===== src/design/cra_pkg.sv =====
// ----------------------------------------------------------------------------
// cra_pkg: shared types and constants
// Opcode codes, architectural state record and ALU result record for the
// register/ALU execute unit.
// ----------------------------------------------------------------------------
package cra_pkg;

    localparam int OP_W   = 6;
    localparam int BYTE_W = 8;

    typedef logic [OP_W-1:0]   t_opcode;
    typedef logic [BYTE_W-1:0] t_byte;

    localparam t_opcode OP_ADC = 6'd0;
    localparam t_opcode OP_SBC = 6'd1;
    localparam t_opcode OP_CMP = 6'd2;
    localparam t_opcode OP_CPX = 6'd3;
    localparam t_opcode OP_CPY = 6'd4;
    localparam t_opcode OP_AND = 6'd5;
    localparam t_opcode OP_ORA = 6'd6;
    localparam t_opcode OP_EOR = 6'd7;
    localparam t_opcode OP_ASL = 6'd8;
    localparam t_opcode OP_LSR = 6'd9;
    localparam t_opcode OP_ROL = 6'd10;
    localparam t_opcode OP_ROR = 6'd11;
    localparam t_opcode OP_INC = 6'd12;
    localparam t_opcode OP_DEC = 6'd13;
    localparam t_opcode OP_INX = 6'd14;
    localparam t_opcode OP_INY = 6'd15;
    localparam t_opcode OP_DEX = 6'd16;
    localparam t_opcode OP_DEY = 6'd17;
    localparam t_opcode OP_BIT = 6'd18;
    localparam t_opcode OP_CLC = 6'd19;
    localparam t_opcode OP_SEC = 6'd20;
    localparam t_opcode OP_CLD = 6'd21;
    localparam t_opcode OP_SED = 6'd22;
    localparam t_opcode OP_CLI = 6'd23;
    localparam t_opcode OP_SEI = 6'd24;
    localparam t_opcode OP_CLV = 6'd25;
    localparam t_opcode OP_LDA = 6'd26;
    localparam t_opcode OP_LDX = 6'd27;
    localparam t_opcode OP_LDY = 6'd28;
    localparam t_opcode OP_STA = 6'd29;
    localparam t_opcode OP_STX = 6'd30;
    localparam t_opcode OP_STY = 6'd31;
    localparam t_opcode OP_STZ = 6'd32;
    localparam t_opcode OP_TAX = 6'd33;
    localparam t_opcode OP_TAY = 6'd34;
    localparam t_opcode OP_TXA = 6'd35;
    localparam t_opcode OP_TYA = 6'd36;
    localparam t_opcode OP_TSX = 6'd37;
    localparam t_opcode OP_TXS = 6'd38;
    localparam t_opcode OP_TRB = 6'd39;
    localparam t_opcode OP_TSB = 6'd40;
    localparam t_opcode OP_NOP = 6'd41;
    localparam t_opcode OP_PLP = 6'd42;  // load status from operand
    localparam t_opcode OP_PHP = 6'd43;  // read status

    localparam t_byte SP_RESET = 8'hFD;

    typedef struct packed {
        t_byte acc;
        t_byte xr;
        t_byte yr;
        t_byte sp;
        logic  n;
        logic  v;
        logic  d;
        logic  i;
        logic  z;
        logic  c;
    } t_arch_state;

    typedef struct packed {
        t_byte       result;
        logic        mem_write;
        t_arch_state st;
    } t_alu_res;

    // N V 1 B D I Z C; bits 5 and 4 always read as one
    function automatic t_byte status_byte(input t_arch_state s);
        status_byte = {s.n, s.v, 2'b11, s.d, s.i, s.z, s.c};
    endfunction

endpackage


===== src/design/cra_intf.sv =====
// ----------------------------------------------------------------------------
// cra_in_if / cra_out_if: valid/ready channels
// Operation channel into the execute unit and result channel out of it.
// ----------------------------------------------------------------------------
interface cra_in_if;
    logic       valid;
    logic       ready;
    logic [5:0] opcode;
    logic [7:0] operand;
    logic       to_accumulator;

    modport source (output valid, output opcode, output operand,
                    output to_accumulator, input ready);
    modport sink   (input valid, input opcode, input operand,
                    input to_accumulator, output ready);
endinterface

interface cra_out_if;
    logic       valid;
    logic       ready;
    logic [7:0] result;
    logic       mem_write;
    logic [7:0] acc_out;
    logic [7:0] x_out;
    logic [7:0] y_out;
    logic [7:0] status_out;

    modport source (output valid, output result, output mem_write,
                    output acc_out, output x_out, output y_out,
                    output status_out, input ready);
    modport sink   (input valid, input result, input mem_write,
                    input acc_out, input x_out, input y_out,
                    input status_out, output ready);
endinterface


===== src/design/cra_alu.sv =====
// ----------------------------------------------------------------------------
// cra_alu: single-pass execute logic
// Computes the next architectural state, the memory write byte and its
// strobe for one operation from the current state.
// ----------------------------------------------------------------------------
module cra_alu
    import cra_pkg::*;
(
    input  t_opcode     i_op,
    input  t_byte       i_operand,
    input  logic        i_to_acc,
    input  t_arch_state i_st,
    output t_alu_res    o_res
);

    t_byte       m;
    t_byte       src;
    t_byte       rmw_v;
    logic        rmw;
    logic        rmw_c;
    logic [8:0]  bin_sum;
    logic [5:0]  dec_lo;
    logic [9:0]  dec_t;
    logic [9:0]  dec_t_adj;
    logic [8:0]  sub_d;
    logic [4:0]  sub_lo;
    logic [4:0]  sub_lo_adj;
    logic [8:0]  sub_hi;
    logic [8:0]  sub_hi_adj;
    t_byte       dec_diff;
    logic [8:0]  cmp_d;
    t_byte       cmp_reg;
    t_arch_state s;
    t_byte       res;
    logic        wr;

    assign m   = i_operand;
    assign src = i_to_acc ? i_st.acc : i_operand;

    // binary add
    assign bin_sum = {1'b0, i_st.acc} + {1'b0, m} + {8'd0, i_st.c};

    // decimal add: low digit fix-up, then high digit
    always_comb begin
        dec_lo = {2'b00, i_st.acc[3:0]} + {2'b00, m[3:0]} + {5'd0, i_st.c};
        if (dec_lo > 6'd9) begin
            dec_lo = dec_lo + 6'd6;
        end
        dec_t = {2'b00, i_st.acc[7:4], 4'h0} + {2'b00, m[7:4], 4'h0}
              + {6'd0, dec_lo[3:0]} + (dec_lo > 6'd15 ? 10'h010 : 10'h000);
        dec_t_adj = (dec_t >= 10'h0A0) ? dec_t + 10'h060 : dec_t;
    end

    // subtract: binary difference, then digit-wise borrow fix-ups
    always_comb begin
        sub_d = {1'b0, i_st.acc} - {1'b0, m} - {8'd0, ~i_st.c};
        sub_lo = {1'b0, i_st.acc[3:0]} - {1'b0, m[3:0]} - {4'd0, ~i_st.c};
        sub_lo_adj = sub_lo[4] ? sub_lo - 5'd6 : sub_lo;
        sub_hi = {1'b0, i_st.acc[7:4], 4'h0} - {1'b0, m[7:4], 4'h0}
               - {4'd0, sub_lo_adj[4], 4'h0};
        sub_hi_adj = sub_hi[8] ? sub_hi - 9'h060 : sub_hi;
        dec_diff = {sub_hi_adj[7:4], sub_lo_adj[3:0]};
    end

    // compares
    always_comb begin
        case (i_op)
            OP_CPX:  cmp_reg = i_st.xr;
            OP_CPY:  cmp_reg = i_st.yr;
            default: cmp_reg = i_st.acc;
        endcase
        cmp_d = {1'b0, cmp_reg} - {1'b0, m};
    end

    // shifts, rotates, inc and dec on A or the operand
    always_comb begin
        rmw   = 1'b1;
        rmw_c = i_st.c;
        case (i_op)
            OP_ASL: begin
                rmw_v = {src[6:0], 1'b0};
                rmw_c = src[7];
            end
            OP_LSR: begin
                rmw_v = {1'b0, src[7:1]};
                rmw_c = src[0];
            end
            OP_ROL: begin
                rmw_v = {src[6:0], i_st.c};
                rmw_c = src[7];
            end
            OP_ROR: begin
                rmw_v = {i_st.c, src[7:1]};
                rmw_c = src[0];
            end
            OP_INC:  rmw_v = src + 8'd1;
            OP_DEC:  rmw_v = src - 8'd1;
            default: begin
                rmw_v = src;
                rmw   = 1'b0;
            end
        endcase
    end

    always_comb begin
        s   = i_st;
        res = 8'd0;
        wr  = 1'b0;
        case (i_op)
            OP_ADC: begin
                if (i_st.d) begin
                    s.z   = (bin_sum[7:0] == 8'd0);
                    s.n   = dec_t[7];
                    s.v   = (i_st.acc[7] ^ dec_t[7]) & ~(i_st.acc[7] ^ m[7]);
                    s.c   = (dec_t_adj > 10'h0FF);
                    s.acc = dec_t_adj[7:0];
                end else begin
                    s.c   = bin_sum[8];
                    s.v   = (i_st.acc[7] ^ bin_sum[7]) & (m[7] ^ bin_sum[7]);
                    s.acc = bin_sum[7:0];
                    s.z   = (bin_sum[7:0] == 8'd0);
                    s.n   = bin_sum[7];
                end
            end
            OP_SBC: begin
                s.v   = (i_st.acc[7] ^ m[7]) & (i_st.acc[7] ^ sub_d[7]);
                s.c   = ~sub_d[8];
                s.acc = i_st.d ? dec_diff : sub_d[7:0];
                s.z   = (s.acc == 8'd0);
                s.n   = s.acc[7];
            end
            OP_CMP, OP_CPX, OP_CPY: begin
                s.c = ~cmp_d[8];
                s.z = (cmp_d[7:0] == 8'd0);
                s.n = cmp_d[7];
            end
            OP_AND: s.acc = i_st.acc & m;
            OP_ORA: s.acc = i_st.acc | m;
            OP_EOR: s.acc = i_st.acc ^ m;
            OP_ASL, OP_LSR, OP_ROL, OP_ROR, OP_INC, OP_DEC: begin
                s.c = rmw_c;
                s.z = (rmw_v == 8'd0);
                s.n = rmw_v[7];
                if (i_to_acc) begin
                    s.acc = rmw_v;
                end else begin
                    res = rmw_v;
                    wr  = rmw;
                end
            end
            OP_INX: s.xr = i_st.xr + 8'd1;
            OP_INY: s.yr = i_st.yr + 8'd1;
            OP_DEX: s.xr = i_st.xr - 8'd1;
            OP_DEY: s.yr = i_st.yr - 8'd1;
            OP_BIT: begin
                s.v = m[6];
                s.n = m[7];
                s.z = ((m & i_st.acc) == 8'd0);
            end
            OP_CLC: s.c = 1'b0;
            OP_SEC: s.c = 1'b1;
            OP_CLD: s.d = 1'b0;
            OP_SED: s.d = 1'b1;
            OP_CLI: s.i = 1'b0;
            OP_SEI: s.i = 1'b1;
            OP_CLV: s.v = 1'b0;
            OP_LDA: s.acc = m;
            OP_LDX: s.xr  = m;
            OP_LDY: s.yr  = m;
            OP_STA: begin
                res = i_st.acc;
                wr  = 1'b1;
            end
            OP_STX: begin
                res = i_st.xr;
                wr  = 1'b1;
            end
            OP_STY: begin
                res = i_st.yr;
                wr  = 1'b1;
            end
            OP_STZ: wr = 1'b1;
            OP_TAX: s.xr  = i_st.acc;
            OP_TAY: s.yr  = i_st.acc;
            OP_TXA: s.acc = i_st.xr;
            OP_TYA: s.acc = i_st.yr;
            OP_TSX: s.xr  = i_st.sp;
            OP_TXS: s.sp  = i_st.xr;
            OP_TRB: begin
                s.z = ((m & i_st.acc) == 8'd0);
                res = m & ~i_st.acc;
                wr  = 1'b1;
            end
            OP_TSB: begin
                s.z = ((m & i_st.acc) == 8'd0);
                res = m | i_st.acc;
                wr  = 1'b1;
            end
            OP_PLP: begin
                s.n = m[7];
                s.v = m[6];
                s.d = m[3];
                s.i = m[2];
                s.z = m[1];
                s.c = m[0];
            end
            OP_PHP: res = status_byte(i_st);
            default: ;  // NOP and undefined codes
        endcase

        // N and Z follow the written register: loads, logic, transfers but TXS, X/Y inc/dec
        case (i_op)
            OP_AND, OP_ORA, OP_EOR, OP_LDA, OP_TXA, OP_TYA: begin
                s.z = (s.acc == 8'd0);
                s.n = s.acc[7];
            end
            OP_INX, OP_DEX, OP_LDX, OP_TAX, OP_TSX: begin
                s.z = (s.xr == 8'd0);
                s.n = s.xr[7];
            end
            OP_INY, OP_DEY, OP_LDY, OP_TAY: begin
                s.z = (s.yr == 8'd0);
                s.n = s.yr[7];
            end
            default: ;
        endcase
    end

    assign o_res.result    = res;
    assign o_res.mem_write = wr;
    assign o_res.st        = s;

endmodule


===== src/design/cpu_register_alu_execute.sv =====
// ----------------------------------------------------------------------------
// cpu_register_alu_execute: 65C02-style register and ALU execute unit
// Holds A, X, Y, SP and the N V D I Z C flags; runs one operation per
// transfer and reports the memory write byte and the updated registers.
// ----------------------------------------------------------------------------
// Pipeline: an accepted operation passes the input register, then the execute
//   logic into the result register. Throughput: one operation per cycle
//   while the result side is not stalled; the state feedback is a single
//   register stage, so consecutive operations see each other's results.
// Reset (synchronous, active low): A, X, Y, flags cleared, SP = 0xFD,
//   I flag set, both pipeline stages emptied.
// ----------------------------------------------------------------------------
module cpu_register_alu_execute
    import cra_pkg::*;
(
    input  logic       i_clk,
    input  logic       i_rst_n,
    cra_in_if.sink     i_req,
    cra_out_if.source  o_rsp
);

    // Input stage: holds one accepted operation
    logic        r_in_valid;
    t_opcode     r_in_op;
    t_byte       r_in_operand;
    logic        r_in_to_acc;

    // Result stage
    logic        r_out_valid;
    t_byte       r_result;
    logic        r_mem_write;
    t_byte       r_acc_out;
    t_byte       r_x_out;
    t_byte       r_y_out;
    t_byte       r_status_out;

    // Architectural state
    t_arch_state r_st;

    t_alu_res    n_res;
    logic        in_xfer;
    logic        advance;

    // An operation executes when the result register is free or drains now.
    assign advance = r_in_valid && (!r_out_valid || o_rsp.ready);
    // Input register refills in the same cycle it hands its op on.
    assign i_req.ready = !r_in_valid || advance;
    assign in_xfer = i_req.valid && i_req.ready;

    cra_alu u_alu (
        .i_op      (r_in_op),
        .i_operand (r_in_operand),
        .i_to_acc  (r_in_to_acc),
        .i_st      (r_st),
        .o_res     (n_res)
    );

    // Control and architectural state
    always_ff @(posedge i_clk) begin
        if (!i_rst_n) begin
            r_in_valid  <= 1'b0;
            r_out_valid <= 1'b0;
            r_st        <= '{acc: 8'd0, xr: 8'd0, yr: 8'd0, sp: SP_RESET,
                             n: 1'b0, v: 1'b0, d: 1'b0, i: 1'b1,
                             z: 1'b0, c: 1'b0};
        end else begin
            if (in_xfer) begin
                r_in_valid <= 1'b1;
            end else if (advance) begin
                r_in_valid <= 1'b0;
            end
            if (advance) begin
                r_out_valid <= 1'b1;
                r_st        <= n_res.st;
            end else if (o_rsp.ready) begin
                r_out_valid <= 1'b0;
            end
        end
    end

    // Payload registers, no reset needed
    always_ff @(posedge i_clk) begin
        if (in_xfer) begin
            r_in_op      <= i_req.opcode;
            r_in_operand <= i_req.operand;
            r_in_to_acc  <= i_req.to_accumulator;
        end
        if (advance) begin
            r_result     <= n_res.result;
            r_mem_write  <= n_res.mem_write;
            r_acc_out    <= n_res.st.acc;
            r_x_out      <= n_res.st.xr;
            r_y_out      <= n_res.st.yr;
            r_status_out <= status_byte(n_res.st);
        end
    end

    assign o_rsp.valid      = r_out_valid;
    assign o_rsp.result     = r_result;
    assign o_rsp.mem_write  = r_mem_write;
    assign o_rsp.acc_out    = r_acc_out;
    assign o_rsp.x_out      = r_x_out;
    assign o_rsp.y_out      = r_y_out;
    assign o_rsp.status_out = r_status_out;

    // A held op is never dropped while the result side stalls.
    a_in_hold: assert property (@(posedge i_clk) disable iff (!i_rst_n)
        (r_in_valid && !advance) |=> r_in_valid)
        else $error("input stage lost an operation");

    // An empty input stage always takes a transfer.
    a_ready_empty: assert property (@(posedge i_clk) disable iff (!i_rst_n)
        !r_in_valid |-> i_req.ready)
        else $error("input stage empty but not ready");

    // State moves only when an operation executes.
    a_state_hold: assert property (@(posedge i_clk) disable iff (!i_rst_n)
        !advance |=> $stable(r_st))
        else $error("architectural state changed without an operation");

    // Only TXS writes the stack pointer.
    a_sp_txs: assert property (@(posedge i_clk) disable iff (!i_rst_n)
        (advance && (r_in_op != OP_TXS)) |=> $stable(r_st.sp))
        else $error("stack pointer changed by an op other than TXS");

    // Reported status always carries the fixed ones in bits 5 and 4.
    a_status_ones: assert property (@(posedge i_clk) disable iff (!i_rst_n)
        r_out_valid |-> (r_status_out[5:4] == 2'b11))
        else $error("status bits 5:4 not set");

endmodule


===== src/flat_wrapper.sv =====
// flat-port wrapper written by rule: the top's interface ports become plain ports
module cpu_register_alu_execute_flat import cra_pkg::*;
  (i_clk, i_rst_n, i_req_valid, i_req_opcode, i_req_operand, i_req_to_accumulator, i_req_ready, o_rsp_valid, o_rsp_result, o_rsp_mem_write, o_rsp_acc_out, o_rsp_x_out, o_rsp_y_out, o_rsp_status_out, o_rsp_ready);
  cra_in_if i_req_i ();
  cra_out_if o_rsp_i ();
  input  logic i_clk;
  input  logic i_rst_n;
  input wire logic [$bits(i_req_i.valid)-1:0] i_req_valid;
  input wire logic [$bits(i_req_i.opcode)-1:0] i_req_opcode;
  input wire logic [$bits(i_req_i.operand)-1:0] i_req_operand;
  input wire logic [$bits(i_req_i.to_accumulator)-1:0] i_req_to_accumulator;
  output wire logic [$bits(i_req_i.ready)-1:0] i_req_ready;
  output wire logic [$bits(o_rsp_i.valid)-1:0] o_rsp_valid;
  output wire logic [$bits(o_rsp_i.result)-1:0] o_rsp_result;
  output wire logic [$bits(o_rsp_i.mem_write)-1:0] o_rsp_mem_write;
  output wire logic [$bits(o_rsp_i.acc_out)-1:0] o_rsp_acc_out;
  output wire logic [$bits(o_rsp_i.x_out)-1:0] o_rsp_x_out;
  output wire logic [$bits(o_rsp_i.y_out)-1:0] o_rsp_y_out;
  output wire logic [$bits(o_rsp_i.status_out)-1:0] o_rsp_status_out;
  input wire logic [$bits(o_rsp_i.ready)-1:0] o_rsp_ready;
  assign i_req_i.valid = i_req_valid;
  assign i_req_i.opcode = i_req_opcode;
  assign i_req_i.operand = i_req_operand;
  assign i_req_i.to_accumulator = i_req_to_accumulator;
  assign i_req_ready = i_req_i.ready;
  assign o_rsp_valid = o_rsp_i.valid;
  assign o_rsp_result = o_rsp_i.result;
  assign o_rsp_mem_write = o_rsp_i.mem_write;
  assign o_rsp_acc_out = o_rsp_i.acc_out;
  assign o_rsp_x_out = o_rsp_i.x_out;
  assign o_rsp_y_out = o_rsp_i.y_out;
  assign o_rsp_status_out = o_rsp_i.status_out;
  assign o_rsp_i.ready = o_rsp_ready;
  cpu_register_alu_execute u_core (.i_clk(i_clk), .i_rst_n(i_rst_n), .i_req(i_req_i), .o_rsp(o_rsp_i));
endmodule

===== config.mk =====
export PLATFORM = sky130hd
export DESIGN_NAME = cpu_register_alu_execute_flat
export DESIGN_NICKNAME = d
export VERILOG_FILES = /design/src/design/cra_pkg.sv /design/src/design/cra_intf.sv /design/src/design/cra_alu.sv /design/src/design/cpu_register_alu_execute.sv /design/src/flat_wrapper.sv
export SDC_FILE = /design/constraint.sdc
export NUM_CORES = 1
export LEC_CHECK = 0
export ABC_AREA = 0
export BUFFER_PORTS_ARGS = -buffer_cell sky130_fd_sc_hd__buf_2
export CAP_MARGIN = 20
export CORE_MARGIN = 5
export CORE_UTILIZATION = 35
export CTS_CLUSTER_DIAMETER = 50
export DETAILED_ROUTE_END_ITERATION = 8
export PLACE_DENSITY_LB_ADDON = 0.3
export SLEW_MARGIN = 10
export SYNTH_ARGS = -nofsm -noshare
export SYNTH_HDL_FRONTEND = slang
export SYNTH_SLANG_ARGS = --single-unit
export TNS_END_PERCENT = 30

===== constraint.sdc =====
create_clock -name i_clk -period 4.6 [get_ports i_clk]
set_clock_uncertainty 0.15 [all_clocks]
set_input_delay 0.23 -clock i_clk [delete_from_list [all_inputs] [get_ports i_clk]]
set_output_delay 0.23 -clock i_clk [all_outputs]
set_load 0.01 [all_outputs]

Yosys cells after proc, flatten, opt, wreduce, memory -nomap -nowiden
Cells that the tools add are included.
{ "classes": {"n_addsub": 24, "order_cmp": 4, "n_eq_ne": 42, "muxes": 33, "bitwise_logic": 17, "n_reduce_logical": 28} }
{ "ops": {"columns": ["operator", "count"], "rows": [
  ["$eq 6x5->1 const B", 16],
  ["$pmux 8 s9", 1],
  ["$eq 6x6->1 const B", 11],
  ["$logic_not 8->1", 8],
  ["$pmux 8 s7", 1],
  ["$eq 6x4->1 const B", 8],
  ["$mux 8", 6],
  ["$pmux 8 s6", 1],
  ["$pmux 8 s5", 1],
  ["$pmux 8 s4", 1],
  ["$sub 8x8->9", 3],
  ["$add 8x1->8 const B", 3],
  ["$eq 6x3->1 const B", 4],
  ["$sub 8x1->8 const B", 3],
  ["$add 8x8->9", 2],
  ["$reduce_or 6->1", 3],
  ["$and 8x8->8", 2],
  ["$pmux 8 s2", 1],
  ["$eq 6x2->1 const B", 2],
  ["$gt 6x4->1 const B", 2],
  ["$pmux 1 s3", 4],
  ["$add 10x5->10", 1],
  ["$add 10x7->10 const B", 1],
  ["$add 9x4->10", 1],
  ["other kinds (39)", 62]
]} }
{ "word_totals": {"register_bits": 94, "in_bits": 19, "out_inout_bits": 43, "wordCells": 169} }

Depth between registers and ports, before layout
{ "logic_depth": {"word_depth": 13, "ltp_mapped": 24, "ltp_nobuf": 23} }

Modules after synthesis
From an unflattened synthesis, not the netlist that was laid out.
{ "hier_totals": {"cells_unflattened": 1109, "hier_area_um2": 9332.7} }
{ "modules_own_cells": {"columns": ["module", "instances", "cells_per_inst", "area_each_um2", "seq_area_each_um2"], "rows": [
  ["cra_alu", 1, 876, 6037.0, 0.0],
  ["cpu_register_alu_execute", 1, 233, 3295.7, 2422.3]
]} }

Worst setup path after synthesis
No wires, ideal clock.
{ "synth_path": {"path_type": "register to register", "startpoint": "reg u_core.r_st[31] in the netlist's numbering", "endpoint": "reg u_core.r_status_out[1] (netlist: u_core.o_rsp.status_out[1]), data pin", "setup_ns": 0.131, "t_arrival_ns": 4.774, "required_time_ns": 4.319, "path_slack_ns": -0.456, "path_stages_with_launch": 24, "path_buffers": 1, "period_less_slack_ns": 5.056, "cell_sequence": "dfxtp_1 clkbuf_1 inv_1 ha_1 nor2b_1 o21a_1 nor3_1 nor2_1 nand2_1 nor2_1 a21oi_1 fa_1 ha_1 inv_1 fa_1 o21a_1 a221oi_1 o21ai_0 xnor2_1 o2111ai_1 o32a_1 or3_1 o21ai_2 and2_1"} }
{ "synth_lines": {"columns": ["item", "line_no", "text"], "rows": [
  ["start: declaration", "cpu_register_alu_execute.sv:38", "t_arch_state r_st;"],
  ["start signal: assignment", "cpu_register_alu_execute.sv:63", "r_st <= '{acc: 8'd0, xr: 8'd0, yr: 8'd0, sp: SP_RESET,"],
  ["start signal: assignment", "cpu_register_alu_execute.sv:74", "r_st <= n_res.st;"],
  ["end signal: assignment", "cpu_register_alu_execute.sv:94", "r_status_out <= status_byte(n_res.st);"],
  ["end: declaration", "cpu_register_alu_execute.sv:35", "t_byte r_status_out;"]
]} }

==> metrics.txt <==
synth cell count leaders nand2_1, nor2_1, ha_1; Die X about 170 um; die height 171.1 um; CP Launch Point u_core.r_in_operand[0]$_DFFE_PP_; ANT nets after route 0; R2R Path Start u_core.r_in_operand[0]$_DFFE_PP_; mux contribution to synthesized area 4.904%; Total Nets Final 1377; DRC viols 0; Worst setup SP type flop; asr flop ratio synth 0%; DRT met1 WL 16.01 mm; Routed Wire Length roughly 39 mm; P&R area growth vs syn 26.93%; vias post-DR a little under 10k; Final setup viols 14; final instance area roughly 12000 um^2; H-tree Lvls 3; clk sink count 94; most frequent CP cell fa_2; Yosys reg bits 94; Tightest Pin Transition 0.9496 ns; Tot GR Track Use 26.01%; largest family of logic cells by synthesized area compound AO/OA/AOI/OAI gates; via/cell ratio 6.043; post-place setup slack -0.4778 ns; count of unique library cells instantiated by Yosys 91; DP HPWL 28.81 mm; clk_lat worst skew 0.37 ns; count of port buffers added during placement 59; met2 wire len 17.33 mm; GRT Residual Overflow 0; # diodes 0; crit path max fanout 3; Worst EP arrival 5.19 ns; sequential share of the synthesized area 26.67%; maximum number of pins on one net before global-route repair 70; DR pass1 iterations 6; num ports 62; Hold WC Path Type in -> reg; top cell type's share of synthesized area between 10% and 20%; Post-synth EDFFs 54; Syn Area/Cell approximately 8.5 um^2; RSZ-0062 raised after global routing yes; largest cells by area after synthesis edfxtp_1, ha_1, dfxtp_1; Adder-Cell Fraction of Synth Area 12.92%; total CTS buffers 9; mapped cell area 9084 um^2; crit path cell chain inv_2, fa_2, fa_2, xor2_2, ha_2, nand2_2, nor2_2, a21oi_2, fa_2, ha_4, inv_2, fa_2, nand3b_1, a221oi_2, o21ai_2, buf_4, xnor2_2, o2111ai_1, o32a_1, or3_4, o21ai_4, and2_4; Slew Viols, Final 0; hold_sp o_rsp_ready; Die Area roughly 29000 um^2; crit path capture type flop; antenna violations before repair 0; crit-path leading delay family adder cells; critical path class reg -> reg; CP Buf/Inv Count 3; Top Metal Used met4; CP required roughly 4.7 ns; Yosys warning count 0; post-synthesis cell count about 1.1k; Setup WS post-layout -0.4975 ns; layout cells sized above 1 a little over a quarter; filler instances 2583; DRT iter0 DRCs 1211; Final Power 2.864 mW; final-report hold violation count 0; most frequent cell after synthesis nand2_1; Synth Area in Compound Gates 25.21%; GP Congestion 1.070; violated checks negative setup slack; clk slew on worst S/H paths 0.08 ns; starting density of the core between 30% and 40%; max_cap viols 0; clock buffer depth 2; fin crit period approximately 5 ns; row count 59; TritonCTS clock tree built; ys flop type edfxtp_1; status finished, violations left; achievable frequency 196.2 MHz; placed cell area roughly 11000 um^2; Critical-path top delay cell fa_2; Worst slew margin 36.02%; CP max stage delay approximately 0.54 ns; Synth Area in XOR/XNOR 3.815%; simple-gate share of the synthesized area 20.98%; post-synth top area cell edfxtp_1; Max VDD drop between 0.15 and 0.2 mV; pwr dens 248.4 nW/um^2; Core Area roughly 26000 um^2; number of global-route vias before repair 9448; Static Leak 4.855 nW; fin crit share 110.8%; worst hold slack 0.01953 ns; WL/cell 23.98 um; first-pass GRT wire length 57.69 mm; root buf cell clkbuf_16; met3 WL post-DR ~3.2 mm
## state kept, by name, summed over array words and instances, names as in the netlist, 6 cells and up
register / cells
u_core.o_rsp.x_out: 8
u_core.r_in_op: 6
u_core.o_rsp.result: 8
u_core.o_rsp.status_out: 6
u_core.r_in_operand: 8
u_core.o_rsp.acc_out: 8
u_core.o_rsp.y_out: 8
u_core.r_st: 38
## per-stage QoR
| stage | setup TNS, ns | utilization, % | instances |
|---|---|---|---|
| 3_3_place_gp | -2.179 | 40.99 | 1546 |
| 2_1_floorplan | -0.4358 | - | 1075 |
| 5_1_grt | -6.716 | 44.62 | 1612 |
| 3_5_place_dp | -3.147 | 40.99 | 1546 |
| 6_report | -4.003 | 44.62 | 1612 |
| 4_1_cts | -2.105 | 44.15 | 1606 |
## final cells by class
| type | count | area (um^2) | area share [%] |
|---|---|---|---|
| Timing Repair Buffer | 246 | 1748 | 15.16 |
| Inverter | 57 | 214.0 | 1.856 |
| Tap cell | 335 | 419.2 | 3.635 |
| Sequential cell | 94 | 2424 | 21.02 |
| Multi-Input combinational cell | 864 | 6415 | 55.64 |
| Clock buffer | 10 | 250.2 | 2.170 |
| Clock inverter | 6 | 60.06 | 0.5209 |
## worst min-delay path: cells and delay by family
kind                   cells  cell delay, ns
buffers and inverters      1            0.08
AND/OR/NAND/NOR            3            0.19
## report_power, final
| part | internal [mW] | leakage (nW) | total [mW] | switching, mW |
|---|---|---|---|---|
| clock network | 0.416 | 0.154 | 0.799 | 0.383 |
| logic | 0.479 | 3.86 | 1.10 | 0.618 |
| registers | 0.936 | 0.840 | 0.968 | 0.0317 |
| total | 1.83 | 4.85 | 2.86 | 1.03 |
## logic make-up after synthesis
family                   count (synthesis)
AO/OA/AOI/OAI                          315
XOR/XNOR                                38
adder cells (fa/ha/maj)                 86
buffers and inverters                  117
flip-flops                              94
multiplexers                            42
other                                    1
AND/OR/NAND/NOR                        381
## metal layers
metal  GRT usage, %  up-vias
met5              0        -
met4          11.26        0
met3          3.835      114
met2          41.75      519
met1          34.93     4673
li1               -     4436
## final timing paths
kind | end | slack (ns) | cells past startpoint
setup reg to reg | u_core.o_rsp.status_out[1]$_DFFE_PP_ | -0.50 | 22
hold / removal | u_core.o_rsp.valid$_SDFFE_PN0P_ | 0.02 | 4
hold reg to reg | u_core.r_st[9]$_SDFFE_PN1P_ | 0.33 | 2
setup / recovery | u_core.o_rsp.status_out[1]$_DFFE_PP_ | -0.50 | 22
## placed cells by master, fill, tap and decap left out, types with 7 or more instances in the layout
cell type and instances:
nand2_1 101, a21oi_1 50, clkbuf_16 10, a22oi_1 23, nor4_1 7, xor2_1 14
a22o_1 8, a21o_1 11, fa_1 7, nor2_1 101, o22ai_1 8, nor3_1 31
nor2b_1 10, a221o_1 8, inv_2 8, a211oi_1 16, o21ai_0 44, dfxtp_1 39
a222oi_1 12, mux2_2 16, buf_4 167, nand2b_1 15, mux2i_1 25, and3_1 10
edfxtp_1 54, dlygate4sd3_1 16, o21a_1 18, xnor2_1 19, and2_1 7, buf_2 59
or3_1 9, a221oi_1 9, o221ai_1 11, nand3_1 28, inv_1 47, ha_1 66
o211ai_1 13
## repair_timing
| item | in CTS | in global routing |
|---|---|---|
| pin swaps | 15 | 25 |
| resized for setup | 29 | 21 |
| endpoints found under the setup margin | 12 | 16 |
| hold endpoints to repair | 16 | 0 |
| setup buffers | 29 | 5 |
| hold buffers | 16 | 0 |
| gates cloned | 0 | 0 |
(Power assumes the default switching activity.)
